`config.mk`:
```
export PLATFORM = sky130hd
export DESIGN_NAME = xmodem_crc_block_receiver_flat
export DESIGN_NICKNAME = d
export VERILOG_FILES = /design/src/rtl/core/xcrc_pkg.sv /design/src/rtl/core/xcrc_if.sv /design/src/rtl/core/xcrc_core.sv /design/src/rtl/core/xcrc_out_queue.sv /design/src/rtl/core/xmodem_crc_block_receiver.sv /design/src/flat_wrapper.sv
export SDC_FILE = /design/constraint.sdc
export NUM_CORES = 1
export LEC_CHECK = 0
export BUFFER_PORTS_ARGS = -buffer_cell sky130_fd_sc_hd__buf_4
export CAP_MARGIN = 20
export CORE_ASPECT_RATIO = 1.2
export CORE_MARGIN = 5
export CORE_UTILIZATION = 30
export CTS_CLUSTER_SIZE = 40
export DETAILED_ROUTE_END_ITERATION = 10
export GPL_ROUTABILITY_DRIVEN = 0
export PLACE_DENSITY = 0.43
export SLEW_MARGIN = 20
export SYNTH_ARGS = -nofsm -noshare
export SYNTH_HDL_FRONTEND = slang
export SYNTH_SLANG_ARGS = --single-unit
```
`constraint.sdc`:
```
create_clock -name clk -period 6.6 [get_ports clk]
set_input_delay 0.66 -clock clk [delete_from_list [all_inputs] [get_ports clk]]
set_output_delay 0.66 -clock clk [all_outputs]
set_load 0.03 [all_outputs]
```
`src/rtl/core/xcrc_pkg.sv`:
```
// Package of shared types, codes and the CRC-16 byte update for the XMODEM-CRC receiver.
package xcrc_pkg;

  localparam int BLOCK_BYTES_DEFAULT = 128;
  localparam int QUEUE_DEPTH = 4;

  // Protocol characters.
  localparam logic [7:0] CH_SOH = 8'h01;
  localparam logic [7:0] CH_EOT = 8'h04;
  localparam logic [7:0] CH_ACK = 8'h06;
  localparam logic [7:0] CH_NAK = 8'h15;
  localparam logic [7:0] CH_CAN = 8'h18;

  localparam logic [15:0] CRC_POLY = 16'h1021;

  // Input item kinds.
  localparam logic [1:0] EV_BYTE    = 2'd0;
  localparam logic [1:0] EV_TIMEOUT = 2'd1;
  localparam logic [1:0] EV_START   = 2'd2;
  localparam logic [1:0] EV_CANCEL  = 2'd3;

  // Result kinds.
  localparam logic [2:0] RK_PAYLOAD = 3'd0;
  localparam logic [2:0] RK_SEND    = 3'd1;
  localparam logic [2:0] RK_ACCEPT  = 3'd2;
  localparam logic [2:0] RK_REJECT  = 3'd3;
  localparam logic [2:0] RK_ENDED   = 3'd4;

  // End status codes.
  localparam logic [1:0] ST_OK        = 2'd0;
  localparam logic [1:0] ST_TIMEOUT   = 2'd1;
  localparam logic [1:0] ST_EXHAUSTED = 2'd2;
  localparam logic [1:0] ST_CANCELLED = 2'd3;

  // Configuration register indexes.
  localparam logic [1:0] REG_BLOCK_COUNT   = 2'd0;
  localparam logic [1:0] REG_SKIP_CRC      = 2'd1;
  localparam logic [1:0] REG_RETRY_LIMIT   = 2'd2;
  localparam logic [1:0] REG_CRC_LOW_FIRST = 2'd3;

  // One queued response: the group of results caused by one input item.
  typedef enum logic [2:0] {
    BND_PAYLOAD,  // one payload byte
    BND_NAK2,     // NAK, NAK
    BND_ACCEPT,   // accepted, ACK, ACK
    BND_REJECT,   // rejected, NAK, NAK
    BND_ABORT,    // CAN, CAN, ended
    BND_DONE      // ended with status ok
  } bundle_kind_t;

  typedef struct packed {
    bundle_kind_t kind;
    logic [7:0]   data;
    logic [6:0]   index;
    logic [15:0]  block;
    logic [7:0]   kept;
    logic [1:0]   status;
  } bundle_t;

  // CRC-16, polynomial 0x1021, MSB first, one byte.
  function automatic logic [15:0] crc16_byte(input logic [15:0] crc, input logic [7:0] b);
    logic [15:0] c;
    c = crc ^ {b, 8'h00};
    for (int i = 0; i < 8; i++) begin
      if (c[15]) begin
        c = {c[14:0], 1'b0} ^ CRC_POLY;
      end else begin
        c = {c[14:0], 1'b0};
      end
    end
    return c;
  endfunction

endpackage

```
`src/rtl/core/xcrc_if.sv`:
```
// Handshake interfaces for the input, result and configuration channels.
interface xcrc_item_if;
  logic       valid;
  logic       ready;
  logic [1:0] kind;
  logic [7:0] rx_byte;
  modport source (output valid, output kind, output rx_byte, input ready);
  modport sink (input valid, input kind, input rx_byte, output ready);
endinterface

interface xcrc_result_if;
  logic        valid;
  logic        ready;
  logic [2:0]  out_kind;
  logic [7:0]  payload_byte;
  logic [6:0]  payload_index;
  logic [7:0]  tx_byte;
  logic [15:0] block_number;
  logic [7:0]  kept_length;
  logic [1:0]  end_status;
  logic        last;
  modport source (output valid, output out_kind, output payload_byte, output payload_index,
                  output tx_byte, output block_number, output kept_length,
                  output end_status, output last, input ready);
  modport sink (input valid, input out_kind, input payload_byte, input payload_index,
                input tx_byte, input block_number, input kept_length,
                input end_status, input last, output ready);
endinterface

interface xcrc_cfg_if;
  logic        valid;
  logic        ready;
  logic [1:0]  index;
  logic [15:0] data;
  modport source (output valid, output index, output data, input ready);
  modport sink (input valid, input index, input data, output ready);
endinterface

```
`src/rtl/core/xcrc_core.sv`:
```
// Receiver state machine: input register, frame tracking, CRC and verdicts.
module xcrc_core #(
  parameter int BLOCK_BYTES = xcrc_pkg::BLOCK_BYTES_DEFAULT
) (
  input  logic              clk,
  input  logic              rst,
  xcrc_item_if.sink         item,
  xcrc_cfg_if.sink          cfg,
  input  logic              room,
  output logic              push,
  output xcrc_pkg::bundle_t push_bundle
);
  import xcrc_pkg::*;

  localparam int FP_W = $clog2(BLOCK_BYTES + 5);
  localparam logic [FP_W-1:0] POS_BLK     = FP_W'(1);
  localparam logic [FP_W-1:0] POS_NBLK    = FP_W'(2);
  localparam logic [FP_W-1:0] POS_DATA    = FP_W'(3);
  localparam logic [FP_W-1:0] POS_CRC_FST = FP_W'(BLOCK_BYTES + 3);
  localparam logic [7:0]      KEPT_FULL   = 8'(BLOCK_BYTES);

  typedef enum logic [1:0] {PH_IDLE, PH_BLOCK, PH_EOT} phase_t;

  // Configuration registers.
  logic [15:0] block_count;
  logic        skip_crc;
  logic [7:0]  retry_limit;
  logic        crc_low_first;

  // Input register.
  logic       pend_valid;
  logic [1:0] pend_kind;
  logic [7:0] pend_byte;

  // Receiver state.
  phase_t          phase, phase_next;
  logic [FP_W-1:0] frame_position, frame_position_next;
  logic [15:0]     expected_block, expected_block_next;
  logic [7:0]      retry_count, retry_count_next;
  logic [15:0]     running_crc, running_crc_next;
  logic [15:0]     received_crc, received_crc_next;
  logic            header_ok, header_ok_next;
  logic [7:0]      last_nonzero_length, last_nonzero_length_next;
  logic            first_eot_seen, first_eot_seen_next;

  logic            do_retry;
  logic            do_open;
  logic [FP_W-1:0] data_idx;
  logic [15:0]     full_crc;
  logic            block_good;

  assign item.ready = room;
  assign cfg.ready  = 1'b1;

  assign data_idx = frame_position - POS_DATA;
  assign full_crc = received_crc | (crc_low_first ? {pend_byte, 8'h00} : {8'h00, pend_byte});
  assign block_good = header_ok && (skip_crc || full_crc == running_crc);

  always_comb begin
    phase_next               = phase;
    frame_position_next      = frame_position;
    expected_block_next      = expected_block;
    retry_count_next         = retry_count;
    running_crc_next         = running_crc;
    received_crc_next        = received_crc;
    header_ok_next           = header_ok;
    last_nonzero_length_next = last_nonzero_length;
    first_eot_seen_next      = first_eot_seen;
    do_retry                 = 1'b0;
    do_open                  = 1'b0;
    push                     = 1'b0;
    push_bundle              = '0;

    if (pend_valid) begin
      if (pend_kind == EV_START) begin
        expected_block_next = 16'd1;
        retry_count_next    = '0;
        do_open             = 1'b1;
        phase_next          = (block_count == '0) ? PH_EOT : PH_BLOCK;
        push                = 1'b1;
        push_bundle.kind    = BND_NAK2;
      end else if (phase == PH_IDLE) begin
        push = 1'b0;
      end else if (pend_kind == EV_TIMEOUT || pend_kind == EV_CANCEL) begin
        phase_next         = PH_IDLE;
        do_open            = 1'b1;
        push               = 1'b1;
        push_bundle.kind   = BND_ABORT;
        push_bundle.status = (pend_kind == EV_TIMEOUT) ? ST_TIMEOUT : ST_CANCELLED;
      end else if (phase == PH_BLOCK) begin
        frame_position_next = frame_position + 1'b1;
        if (frame_position == '0) begin
          header_ok_next = (pend_byte == CH_SOH);
        end else if (frame_position == POS_BLK) begin
          header_ok_next = header_ok && (pend_byte == expected_block[7:0]);
        end else if (frame_position == POS_NBLK) begin
          header_ok_next = header_ok && (pend_byte == ~expected_block[7:0]);
        end else if (frame_position < POS_CRC_FST) begin
          running_crc_next = crc16_byte(running_crc, pend_byte);
          if (pend_byte != '0) begin
            last_nonzero_length_next = 8'({1'b0, data_idx} + 1'b1);
          end
          push              = 1'b1;
          push_bundle.kind  = BND_PAYLOAD;
          push_bundle.data  = pend_byte;
          push_bundle.index = 7'(data_idx);
        end else if (frame_position == POS_CRC_FST) begin
          received_crc_next = crc_low_first ? {8'h00, pend_byte} : {pend_byte, 8'h00};
        end else if (!block_good) begin
          do_retry = 1'b1;
        end else begin
          push              = 1'b1;
          push_bundle.kind  = BND_ACCEPT;
          push_bundle.block = expected_block;
          push_bundle.kept  = (expected_block == block_count) ? last_nonzero_length
                                                              : KEPT_FULL;
          if (expected_block >= block_count) begin
            phase_next = PH_EOT;
          end
          expected_block_next = expected_block + 16'd1;
          retry_count_next    = '0;
          do_open             = 1'b1;
        end
      end else begin
        if (frame_position == '0) begin
          first_eot_seen_next = (pend_byte == CH_EOT);
          frame_position_next = POS_BLK;
        end else if (first_eot_seen && pend_byte == CH_EOT) begin
          phase_next         = PH_IDLE;
          do_open            = 1'b1;
          push               = 1'b1;
          push_bundle.kind   = BND_DONE;
          push_bundle.status = ST_OK;
        end else begin
          do_retry = 1'b1;
        end
      end

      if (do_retry) begin
        push = 1'b1;
        if (retry_count >= retry_limit) begin
          phase_next         = PH_IDLE;
          push_bundle.kind   = BND_ABORT;
          push_bundle.status = ST_EXHAUSTED;
        end else begin
          push_bundle.kind  = BND_REJECT;
          push_bundle.block = expected_block;
          retry_count_next  = retry_count + 8'd1;
        end
        do_open = 1'b1;
      end

      if (do_open) begin
        frame_position_next      = '0;
        running_crc_next         = '0;
        received_crc_next        = '0;
        header_ok_next           = 1'b0;
        last_nonzero_length_next = '0;
        first_eot_seen_next      = 1'b0;
      end
    end
  end

  always_ff @(posedge clk) begin
    if (rst) begin
      block_count         <= '0;
      skip_crc            <= 1'b0;
      retry_limit         <= 8'd10;
      crc_low_first       <= 1'b1;
      pend_valid          <= 1'b0;
      phase               <= PH_IDLE;
      frame_position      <= '0;
      expected_block      <= 16'd1;
      retry_count         <= '0;
      running_crc         <= '0;
      received_crc        <= '0;
      header_ok           <= 1'b0;
      last_nonzero_length <= '0;
      first_eot_seen      <= 1'b0;
    end else begin
      if (cfg.valid) begin
        case (cfg.index)
          REG_BLOCK_COUNT:   block_count   <= cfg.data;
          REG_SKIP_CRC:      skip_crc      <= cfg.data[0];
          REG_RETRY_LIMIT:   retry_limit   <= cfg.data[7:0];
          REG_CRC_LOW_FIRST: crc_low_first <= cfg.data[0];
          default:           skip_crc      <= skip_crc;
        endcase
      end
      pend_valid          <= item.valid && room;
      phase               <= phase_next;
      frame_position      <= frame_position_next;
      expected_block      <= expected_block_next;
      retry_count         <= retry_count_next;
      running_crc         <= running_crc_next;
      received_crc        <= received_crc_next;
      header_ok           <= header_ok_next;
      last_nonzero_length <= last_nonzero_length_next;
      first_eot_seen      <= first_eot_seen_next;
    end
  end

  always_ff @(posedge clk) begin
    if (item.valid && room) begin
      pend_kind <= item.kind;
      pend_byte <= item.rx_byte;
    end
  end

`ifndef SYNTHESIS
  a_idle_cleared: assert property (@(posedge clk) disable iff (rst)
    phase == PH_IDLE |-> frame_position == '0 && !first_eot_seen)
    else $error("frame state not cleared while idle");
  a_start_opens: assert property (@(posedge clk) disable iff (rst)
    pend_valid && pend_kind == EV_START |=> phase != PH_IDLE && frame_position == '0)
    else $error("start did not open a transfer");
  a_idle_silent: assert property (@(posedge clk) disable iff (rst)
    pend_valid && phase == PH_IDLE && pend_kind != EV_START |-> !push)
    else $error("response produced while idle");
  a_eot_position: assert property (@(posedge clk) disable iff (rst)
    phase == PH_EOT |-> frame_position <= POS_BLK)
    else $error("frame position out of range while waiting for EOT");
`endif
endmodule

```
`src/rtl/core/xcrc_out_queue.sv`:
```
// Response queue that expands each queued group into single result transfers.
module xcrc_out_queue #(
  parameter int DEPTH = xcrc_pkg::QUEUE_DEPTH
) (
  input  logic              clk,
  input  logic              rst,
  input  logic              push,
  input  xcrc_pkg::bundle_t push_bundle,
  output logic              room,
  xcrc_result_if.source     result
);
  import xcrc_pkg::*;

  localparam int PTR_W = $clog2(DEPTH);
  localparam int CNT_W = $clog2(DEPTH + 1);
  localparam logic [CNT_W-1:0] ROOM_MAX = CNT_W'(DEPTH - 2);
  localparam logic [PTR_W-1:0] PTR_LAST = PTR_W'(DEPTH - 1);

  bundle_t          entries [DEPTH];
  logic [PTR_W-1:0] wr_ptr;
  logic [PTR_W-1:0] rd_ptr;
  logic [CNT_W-1:0] count;
  logic [1:0]       sub;
  logic [1:0]       sub_final;
  bundle_t          head;
  logic             pop;
  logic             take;

  assign head   = entries[rd_ptr];
  // Two free groups cover the item in the input register plus one more.
  assign room   = count <= ROOM_MAX;
  assign take   = result.valid && result.ready;
  assign pop    = take && (sub == sub_final);

  always_comb begin
    result.valid         = count != '0;
    result.out_kind      = RK_SEND;
    result.payload_byte  = '0;
    result.payload_index = '0;
    result.tx_byte       = '0;
    result.block_number  = '0;
    result.kept_length   = '0;
    result.end_status    = '0;
    sub_final            = 2'd2;
    case (head.kind)
      BND_PAYLOAD: begin
        sub_final            = 2'd0;
        result.out_kind      = RK_PAYLOAD;
        result.payload_byte  = head.data;
        result.payload_index = head.index;
      end
      BND_NAK2: begin
        sub_final      = 2'd1;
        result.tx_byte = CH_NAK;
      end
      BND_ACCEPT: begin
        if (sub == 2'd0) begin
          result.out_kind     = RK_ACCEPT;
          result.block_number = head.block;
          result.kept_length  = head.kept;
        end else begin
          result.tx_byte = CH_ACK;
        end
      end
      BND_REJECT: begin
        if (sub == 2'd0) begin
          result.out_kind     = RK_REJECT;
          result.block_number = head.block;
        end else begin
          result.tx_byte = CH_NAK;
        end
      end
      BND_ABORT: begin
        if (sub == 2'd2) begin
          result.out_kind   = RK_ENDED;
          result.end_status = head.status;
        end else begin
          result.tx_byte = CH_CAN;
        end
      end
      BND_DONE: begin
        sub_final         = 2'd0;
        result.out_kind   = RK_ENDED;
        result.end_status = head.status;
      end
      default: begin
        sub_final = 2'd0;
      end
    endcase
    result.last = sub == sub_final;
  end

  always_ff @(posedge clk) begin
    if (rst) begin
      wr_ptr <= '0;
      rd_ptr <= '0;
      count  <= '0;
      sub    <= '0;
    end else begin
      if (push) begin
        wr_ptr <= (wr_ptr == PTR_LAST) ? '0 : wr_ptr + 1'b1;
      end
      if (pop) begin
        rd_ptr <= (rd_ptr == PTR_LAST) ? '0 : rd_ptr + 1'b1;
        sub    <= '0;
      end else if (take) begin
        sub <= sub + 2'd1;
      end
      count <= count + CNT_W'(push) - CNT_W'(pop);
    end
  end

  always_ff @(posedge clk) begin
    if (push) begin
      entries[wr_ptr] <= push_bundle;
    end
  end

`ifndef SYNTHESIS
  a_no_overflow: assert property (@(posedge clk) disable iff (rst)
    push |-> count < CNT_W'(DEPTH) || pop)
    else $error("response queue overflow");
  a_sub_needs_head: assert property (@(posedge clk) disable iff (rst)
    sub != '0 |-> count != '0 && sub <= sub_final)
    else $error("result position without a queued group");
  a_pop_clears_sub: assert property (@(posedge clk) disable iff (rst)
    pop |=> sub == '0)
    else $error("result position not cleared after group");
`endif
endmodule

```
`src/rtl/core/xmodem_crc_block_receiver.sv`:
```
// Top level of the XMODEM-CRC block receiver.
// An item is first captured in the input register, then judged and queued as one group;
// its first result is offered once that group has been written into the response queue.
// Throughput: one input item per cycle while the response queue holds at most DEPTH-2 groups;
// results leave one per cycle while result ready is high, three per verdict or abort.
// Reset (rst, synchronous): idle, expected block 1, registers at their defaults, queue empty.
module xmodem_crc_block_receiver #(
  parameter int BLOCK_BYTES = xcrc_pkg::BLOCK_BYTES_DEFAULT,
  parameter int QUEUE_DEPTH = xcrc_pkg::QUEUE_DEPTH
) (
  input  logic          clk,
  input  logic          rst,
  xcrc_item_if.sink     item,
  xcrc_cfg_if.sink      cfg,
  xcrc_result_if.source result
);
  import xcrc_pkg::*;

  // The core turns each input item into at most one queued response group. It only takes an
  // input transfer when the queue has room for that group and for the one still in flight
  // in its input register, so no group is ever dropped.
  logic    room;
  logic    push;
  bundle_t push_bundle;

  xcrc_core #(
    .BLOCK_BYTES(BLOCK_BYTES)
  ) u_core (
    .clk        (clk),
    .rst        (rst),
    .item       (item),
    .cfg        (cfg),
    .room       (room),
    .push       (push),
    .push_bundle(push_bundle)
  );

  // The queue expands each group into one, two or three result transfers and marks the
  // final one of each group with last.
  xcrc_out_queue #(
    .DEPTH(QUEUE_DEPTH)
  ) u_queue (
    .clk        (clk),
    .rst        (rst),
    .push       (push),
    .push_bundle(push_bundle),
    .room       (room),
    .result     (result)
  );

`ifndef SYNTHESIS
  a_cfg_always_ready: assert property (@(posedge clk) disable iff (rst)
    cfg.ready)
    else $error("configuration channel stalled");
  a_no_result_after_reset: assert property (@(posedge clk)
    $past(rst) |-> !result.valid)
    else $error("result offered right after reset");
  a_ready_after_reset: assert property (@(posedge clk)
    $past(rst) |-> item.ready)
    else $error("input not ready after reset");
`endif
endmodule

```
`src/flat_wrapper.sv`:
```
// flat-port wrapper written by rule: the top's interface ports become plain ports
module xmodem_crc_block_receiver_flat import xcrc_pkg::*;
#(
  parameter int BLOCK_BYTES = xcrc_pkg::BLOCK_BYTES_DEFAULT,
  parameter int QUEUE_DEPTH = xcrc_pkg::QUEUE_DEPTH
)
  (clk, rst, item_valid, item_kind, item_rx_byte, item_ready, cfg_valid, cfg_index, cfg_data, cfg_ready, result_valid, result_out_kind, result_payload_byte, result_payload_index, result_tx_byte, result_block_number, result_kept_length, result_end_status, result_last, result_ready);
  xcrc_item_if item_i ();
  xcrc_cfg_if cfg_i ();
  xcrc_result_if result_i ();
  input  logic clk;
  input  logic rst;
  input wire logic [$bits(item_i.valid)-1:0] item_valid;
  input wire logic [$bits(item_i.kind)-1:0] item_kind;
  input wire logic [$bits(item_i.rx_byte)-1:0] item_rx_byte;
  output wire logic [$bits(item_i.ready)-1:0] item_ready;
  input wire logic [$bits(cfg_i.valid)-1:0] cfg_valid;
  input wire logic [$bits(cfg_i.index)-1:0] cfg_index;
  input wire logic [$bits(cfg_i.data)-1:0] cfg_data;
  output wire logic [$bits(cfg_i.ready)-1:0] cfg_ready;
  output wire logic [$bits(result_i.valid)-1:0] result_valid;
  output wire logic [$bits(result_i.out_kind)-1:0] result_out_kind;
  output wire logic [$bits(result_i.payload_byte)-1:0] result_payload_byte;
  output wire logic [$bits(result_i.payload_index)-1:0] result_payload_index;
  output wire logic [$bits(result_i.tx_byte)-1:0] result_tx_byte;
  output wire logic [$bits(result_i.block_number)-1:0] result_block_number;
  output wire logic [$bits(result_i.kept_length)-1:0] result_kept_length;
  output wire logic [$bits(result_i.end_status)-1:0] result_end_status;
  output wire logic [$bits(result_i.last)-1:0] result_last;
  input wire logic [$bits(result_i.ready)-1:0] result_ready;
  assign item_i.valid = item_valid;
  assign item_i.kind = item_kind;
  assign item_i.rx_byte = item_rx_byte;
  assign item_ready = item_i.ready;
  assign cfg_i.valid = cfg_valid;
  assign cfg_i.index = cfg_index;
  assign cfg_i.data = cfg_data;
  assign cfg_ready = cfg_i.ready;
  assign result_valid = result_i.valid;
  assign result_out_kind = result_i.out_kind;
  assign result_payload_byte = result_i.payload_byte;
  assign result_payload_index = result_i.payload_index;
  assign result_tx_byte = result_i.tx_byte;
  assign result_block_number = result_i.block_number;
  assign result_kept_length = result_i.kept_length;
  assign result_end_status = result_i.end_status;
  assign result_last = result_i.last;
  assign result_i.ready = result_ready;
  xmodem_crc_block_receiver #(.BLOCK_BYTES(BLOCK_BYTES), .QUEUE_DEPTH(QUEUE_DEPTH)) u_core (.clk(clk), .rst(rst), .item(item_i), .cfg(cfg_i), .result(result_i));
endmodule
```
# ---- Word-level counts from Yosys, hierarchy flattened
# Memory sizes are Yosys's and may differ from the RTL's. A register that Yosys moved wholly into a read port is not among the register bits.
# Cells that the tools add are included.
dict set report word_totals {
  ff_bits 122
  ram_bits 176
  wordCells 375
  n_memories 1
}
dict set report classes {
  addsub 10
  order_cmp 4
  eq_ne 40
  n_mux 249
  n_bitwise 11
  reduce_logical 40
}
# name depth width rd rd_ports_with_merged_regs write_ports line
set mem_list {}
lappend mem_list {u_core.u_queue.entries 4 44 1 1 1 xcrc_out_queue.sv:19} ;# bundle_t entries [DEPTH];
# cell n
set op_table {}
lappend op_table {{$mux W16} 98}
lappend op_table {{$mux W8} 32}
lappend op_table {{$mux W41} 4}
lappend op_table {{$mux W13} 8}
lappend op_table {{$mux W44} 2}
lappend op_table {{$mux W39} 2}
lappend op_table {{$mux W24} 3}
lappend op_table {{$mux W2} 30}
lappend op_table {{$mux W1} 53}
lappend op_table {{$eq A16 B16 Y1} 2}
lappend op_table {{$reduce_and A10 Y1} 3}
lappend op_table {{$mux W3} 9}
lappend op_table {{$add A8 B1 Y8 const B} 3}
lappend op_table {{$not A3 Y3} 8}
lappend op_table {{$pmux W5 S4} 1}
lappend op_table {{$add A16 B1 Y16 const B} 1}
lappend op_table {{$eq A8 B1 Y1 const B} 2}
lappend op_table {{$eq A8 B8 Y1} 2}
lappend op_table {{$ge A16 B16 Y1} 1}
lappend op_table {{$logic_not A16 Y1} 1}
lappend op_table {{$ne A2 B1 Y1 const B} 8}
lappend op_table {{$or A16 B16 Y16} 1}
lappend op_table {{$xor A16 B16 Y16} 1}
lappend op_table {{$mux W15} 1}
lappend op_table {{37 further kinds} 78}

# ---- Logic depth before layout (Yosys ltp)
dict set report depth {
  ltp_word 89
  depth_mapped 17
  ltp_nobuf 14
}

# ---- By module
# A second synthesis with hierarchy kept.
dict set report hier_totals {
  hier_cells 1237
  hier_area_um2 14179.8
}
# mod instances cells_each area_per_inst_um2
set by_module_without_submodules {}
lappend by_module_without_submodules {xcrc_out_queue 1 379 7437.1}
lappend by_module_without_submodules {xcrc_core 1 858 6742.7}

# ---- Worst setup path before layout
# OpenSTA, ideal clock, no wires.
dict set report synth_timing {
  kind {register to register}
  startpoint {register u_core.u_core.frame_position[0]}
  endpoint {memory u_core.u_queue.entries[3][0] (netlist name), enable pin}
  arrival_time_ps 4120
  required_time_ps 6155
  setup_slack_ps 2035
  path_stages_with_launch 13
  period_less_slack_ps 4565
  path_cell_list {dfxtp_1 > clkbuf_1 > inv_1 > ha_1 > nand4b_1 > o2111ai_1 > nor3_1 > o21ai_2 > nand3_1 > a22oi_1 > buf_2 > buf_2 > nor2_1}
}
dict set report synth_via {
  elab_chain_cells 15
  elab_cells_between_ends 30
}
# element line
set synth_rtl {}
lappend synth_rtl {{from (decl)} xcrc_core.sv:37} ;# logic [FP_W-1:0] frame_position, frame_position_next;
lappend synth_rtl {{from (signal assigned)} xcrc_core.sv:192} ;# frame_position <= frame_position_next;
lappend synth_rtl {{branches (longest 11 deep; another with $lt A8 B8 Y1)} n/a}
lappend synth_rtl {{$mux W1 (*)} xcrc_core.sv:139} ;# if (do_retry) begin
lappend synth_rtl {{$mux W1 (*)} xcrc_core.sv:74} ;# if (pend_valid) begin
lappend synth_rtl {{$mux W1 (*)} xcrc_out_queue.sv:114} ;# if (push) begin
lappend synth_rtl {{$mux W1 (implied by the code) (*)} xcrc_out_queue.sv:115} ;# entries[wr_ptr] <= push_bundle;
lappend synth_rtl {{to (decl)} xcrc_out_queue.sv:19}
# Every way passes the cells marked *. The select of a mux whose other input is x is not followed.

==> results.sh <==
export IMPL_fmax_ghz=0.220
export IMPL_grt_ovfl_total=0
export IMPL_grt_max_degree=66
export IMPL_leakage_nw=6.05
export IMPL_cts_buffer_depth=3
export IMPL_grt_use_met1=0.189
export IMPL_top_usage_layer="met2"
export IMPL_synth_compound_area_frac=0.0699
export IMPL_ys_types=71
export IMPL_maxCapViolCount=0
export IMPL_grt_util_met3=0.0202
export IMPL_drt_wirelength_per_cell_um=18.2
export IMPL_reg2reg_depth=12
export IMPL_ys_seq_area_frac=0.550
export IMPL_portBuffers=84
export IMPL_htreeDepth=2
export IMPL_place_area_um2=15600
export IMPL_drtAntennaViolNets=0
export IMPL_finalCritPeriodShare=0.688
export IMPL_whs_path_depth=1
export IMPL_fp_coreArea_um2=47100
export IMPL_synth_top_family_by_area="simple AND/OR/NAND/NOR gates"
export IMPL_fin_nets=1401
export IMPL_r2r_setup_slack_ns=2.42
export IMPL_rsz0062_at_grt="no"
export IMPL_hold_end="u_core.u_core.pend_byte[0]"
export IMPL_dpl_hpwl_mm=25.2
export IMPL_vias=9535
export IMPL_cts_tree="done"
export IMPL_holdBufCountCts=0
export IMPL_status="finished clean"
export IMPL_ios=89
export IMPL_crit_type="reg2out"
export IMPL_muxShareOfSynthArea=0.0908
export IMPL_drt_wl_total_mm=36.0
export IMPL_grt_pass1_vias=9546
export IMPL_finalSetupViolations=0
export IMPL_tns_ns=0
export IMPL_synthCells=1258
export IMPL_max_slew_margin=0.292
export IMPL_via_per_inst=4.83
export IMPL_synth_top_cell_area_share=0.390
export IMPL_required_ns=5.94
export IMPL_yosys_area_share_xor_xnor=0.0416
export IMPL_antenna_cells=0
export IMPL_irDropWorstVdd_mv=0.143
export IMPL_start_kind="flop"
export IMPL_stdcell_area_um2=16800
export IMPL_synthSimpleGateAreaFrac=0.172
export IMPL_fp_dieW_um=209
export IMPL_tightest_slew_ns=1.05
export IMPL_regToRegStartpoint="u_core.u_core.pend_byte[0]"
export IMPL_antenna_found_initial=0
export IMPL_synth_common_cells="edfxtp_1 (186), nand2_1 (139), dfxtp_1 (114), nor2_1 (86), a21oi_1 (70)"
export IMPL_cts_sinks=300
export IMPL_worst_path_max_fanout=23
export IMPL_grt_use_total=0.136
export IMPL_die_h_um=249
export IMPL_netlist_area_um2=14300
export IMPL_areaGrowthSynthToFinish_pct=17.0
export IMPL_cts_buffers=34
export IMPL_total_power_mw=4.91
export IMPL_clkTransAtPathRegs_ns=0.06
export IMPL_grt_util_met2=0.221
export IMPL_clock_latency_ns=0.52
export IMPL_reg2reg_to="u_core.u_queue.count[1]"
export IMPL_hp_start="item_rx_byte[0]"
export IMPL_synthTopCellsByArea="edfxtp_1 (39%), dfxtp_1 (16%), mux4_2 (6.8%)"
export IMPL_crit_arrival_ns=3.88
export IMPL_fin_crit_ns=4.54
export IMPL_synth_avg_cell_area_um2=11.4
export IMPL_start_util=0.304
export IMPL_cts_setup_buffers=0
export IMPL_hold_class="in2reg"
export IMPL_cts_resized=0
export IMPL_yosysWarnings=0
export IMPL_drc_errors=0
export IMPL_synth_edff_count=186
export IMPL_yosysTopAreaCell="edfxtp_1"
export IMPL_clock_skew_ns=0.0200
export IMPL_rows=87
export IMPL_power_density_nw_per_um2=293
export IMPL_hold_viol_final=0
export IMPL_die_area_um2=52200
export IMPL_synthArstFlopShare=0
export IMPL_dr_pass1_iters=5
export IMPL_crit_path_end_kind="output port"
export IMPL_final_max_slew_violation_count=0
export IMPL_ys_seq_elements=300
export IMPL_synth_most_common_cell="edfxtp_1"
export IMPL_cts_root_buf="clkbuf_16"
export IMPL_grt_pass1_wl_mm=56.9
export IMPL_drtIter0Drc=432
export IMPL_layout_drive_gt1_share=0.170
export IMPL_synth_adder_area_share=0.0381
export IMPL_yosys_most_used_dff="edfxtp_1"
[sequential cells by signal, summed over array words and instances (netlist names), 2 cells and up, named ones only]
signal	count
u_core.u_core.pend_byte	8
u_core.u_core.block_count	16
u_core.u_queue.entries	176
u_core.u_core.retry_count	8
u_core.u_queue.count	3
u_core.u_queue.wr_ptr	2
u_core.u_core.phase	2
u_core.u_core.received_crc	16
u_core.u_core.retry_limit	8
u_core.u_core.last_nonzero_length	8
u_core.u_core.running_crc	16
u_core.u_core.expected_block	16
u_core.u_core.pend_kind	2
u_core.u_core.frame_position	8
u_core.u_queue.sub	2
u_core.u_queue.rd_ptr	2
[metal layers]
metal  wire [µm]  vias up  part of all wire
li1            -     4670                 -
met1       16600     4601              0.46
met2       16900      210              0.47
met3        1550       54             0.043
met4         920        0             0.026
met5           0        -                 0
[per-stage QoR]
step                       util  hold WS (ns)  instances  setup slack, ns
after detailed placement  0.331         0.455       1912             2.32
after CTS                 0.355         0.293       1973             1.78
after global placement    0.330         0.448       1912             2.40
after global routing      0.355         0.296       1973             1.54
final                     0.355         0.321       1973             2.06
after floorplan               -         0.433       1260             2.03
[layout by cell type (no fill, tap or decap), types with 35 or more instances in the layout]
cell,n
edfxtp_1,186
xnor2_1,48
mux4_2,43
clkbuf_16,35
a21oi_1,70
and2_1,40
inv_1,54
nor2_1,82
dfxtp_1,112
buf_4,101
nand2_1,139
ha_1,42
nor2b_1,38
[cell families (layout without fill, tap and decap cells)]
kind of cell	Yosys count	in the layout
XOR/XNOR	68	68
AO/OA/AOI/OAI	158	158
flip-flops	300	300
other	2	4
AND/OR/NAND/NOR	486	486
adder cells (fa/ha/maj)	43	43
buffers and inverters	126	216
multiplexers	75	75
[final cells by class]
class | instances | area, µm²
Tap cell | 623 | 779
Clock inverter | 10 | 170
Timing Repair Buffer | 101 | 758
Inverter | 54 | 203
Sequential cell | 300 | 7870
Fill cell | 4687 | 30400
Clock buffer | 51 | 986
Multi-Input combinational cell | 834 | 5980
[worst max-delay path: stages (launching register included)]
cell     delay, ns
dfxtp_2       0.66
buf_4         0.46
mux2i_1       0.27
mux2_2        0.46
nand3_1       0.60
or2_2         0.59
nor2b_1       0.14
buf_4         0.17
[how the worst max path moves through the flow]
stage / startpoint / to / cells past startpoint
after global placement: flop / u_core.u_queue.count[1] / 14
after detailed placement: flop / u_core.u_queue.count[1] / 14
after CTS: flop / result_kept_length[5] / 7
after floorplan: u_core.u_core.frame_position[0] / u_core.u_queue.entries[3][0] / 12
final: flop / result_kept_length[2] / 7
after global routing: flop / result_kept_length[0] / 7
[where the power goes]
group	switching (mW)	internal (mW)	total, mW
clock	0.748	1.19	1.94
sequential	0.0789	2.04	2.12
combinational	0.498	0.344	0.842
No activity file was read; power rests on OpenSTA's default activity.
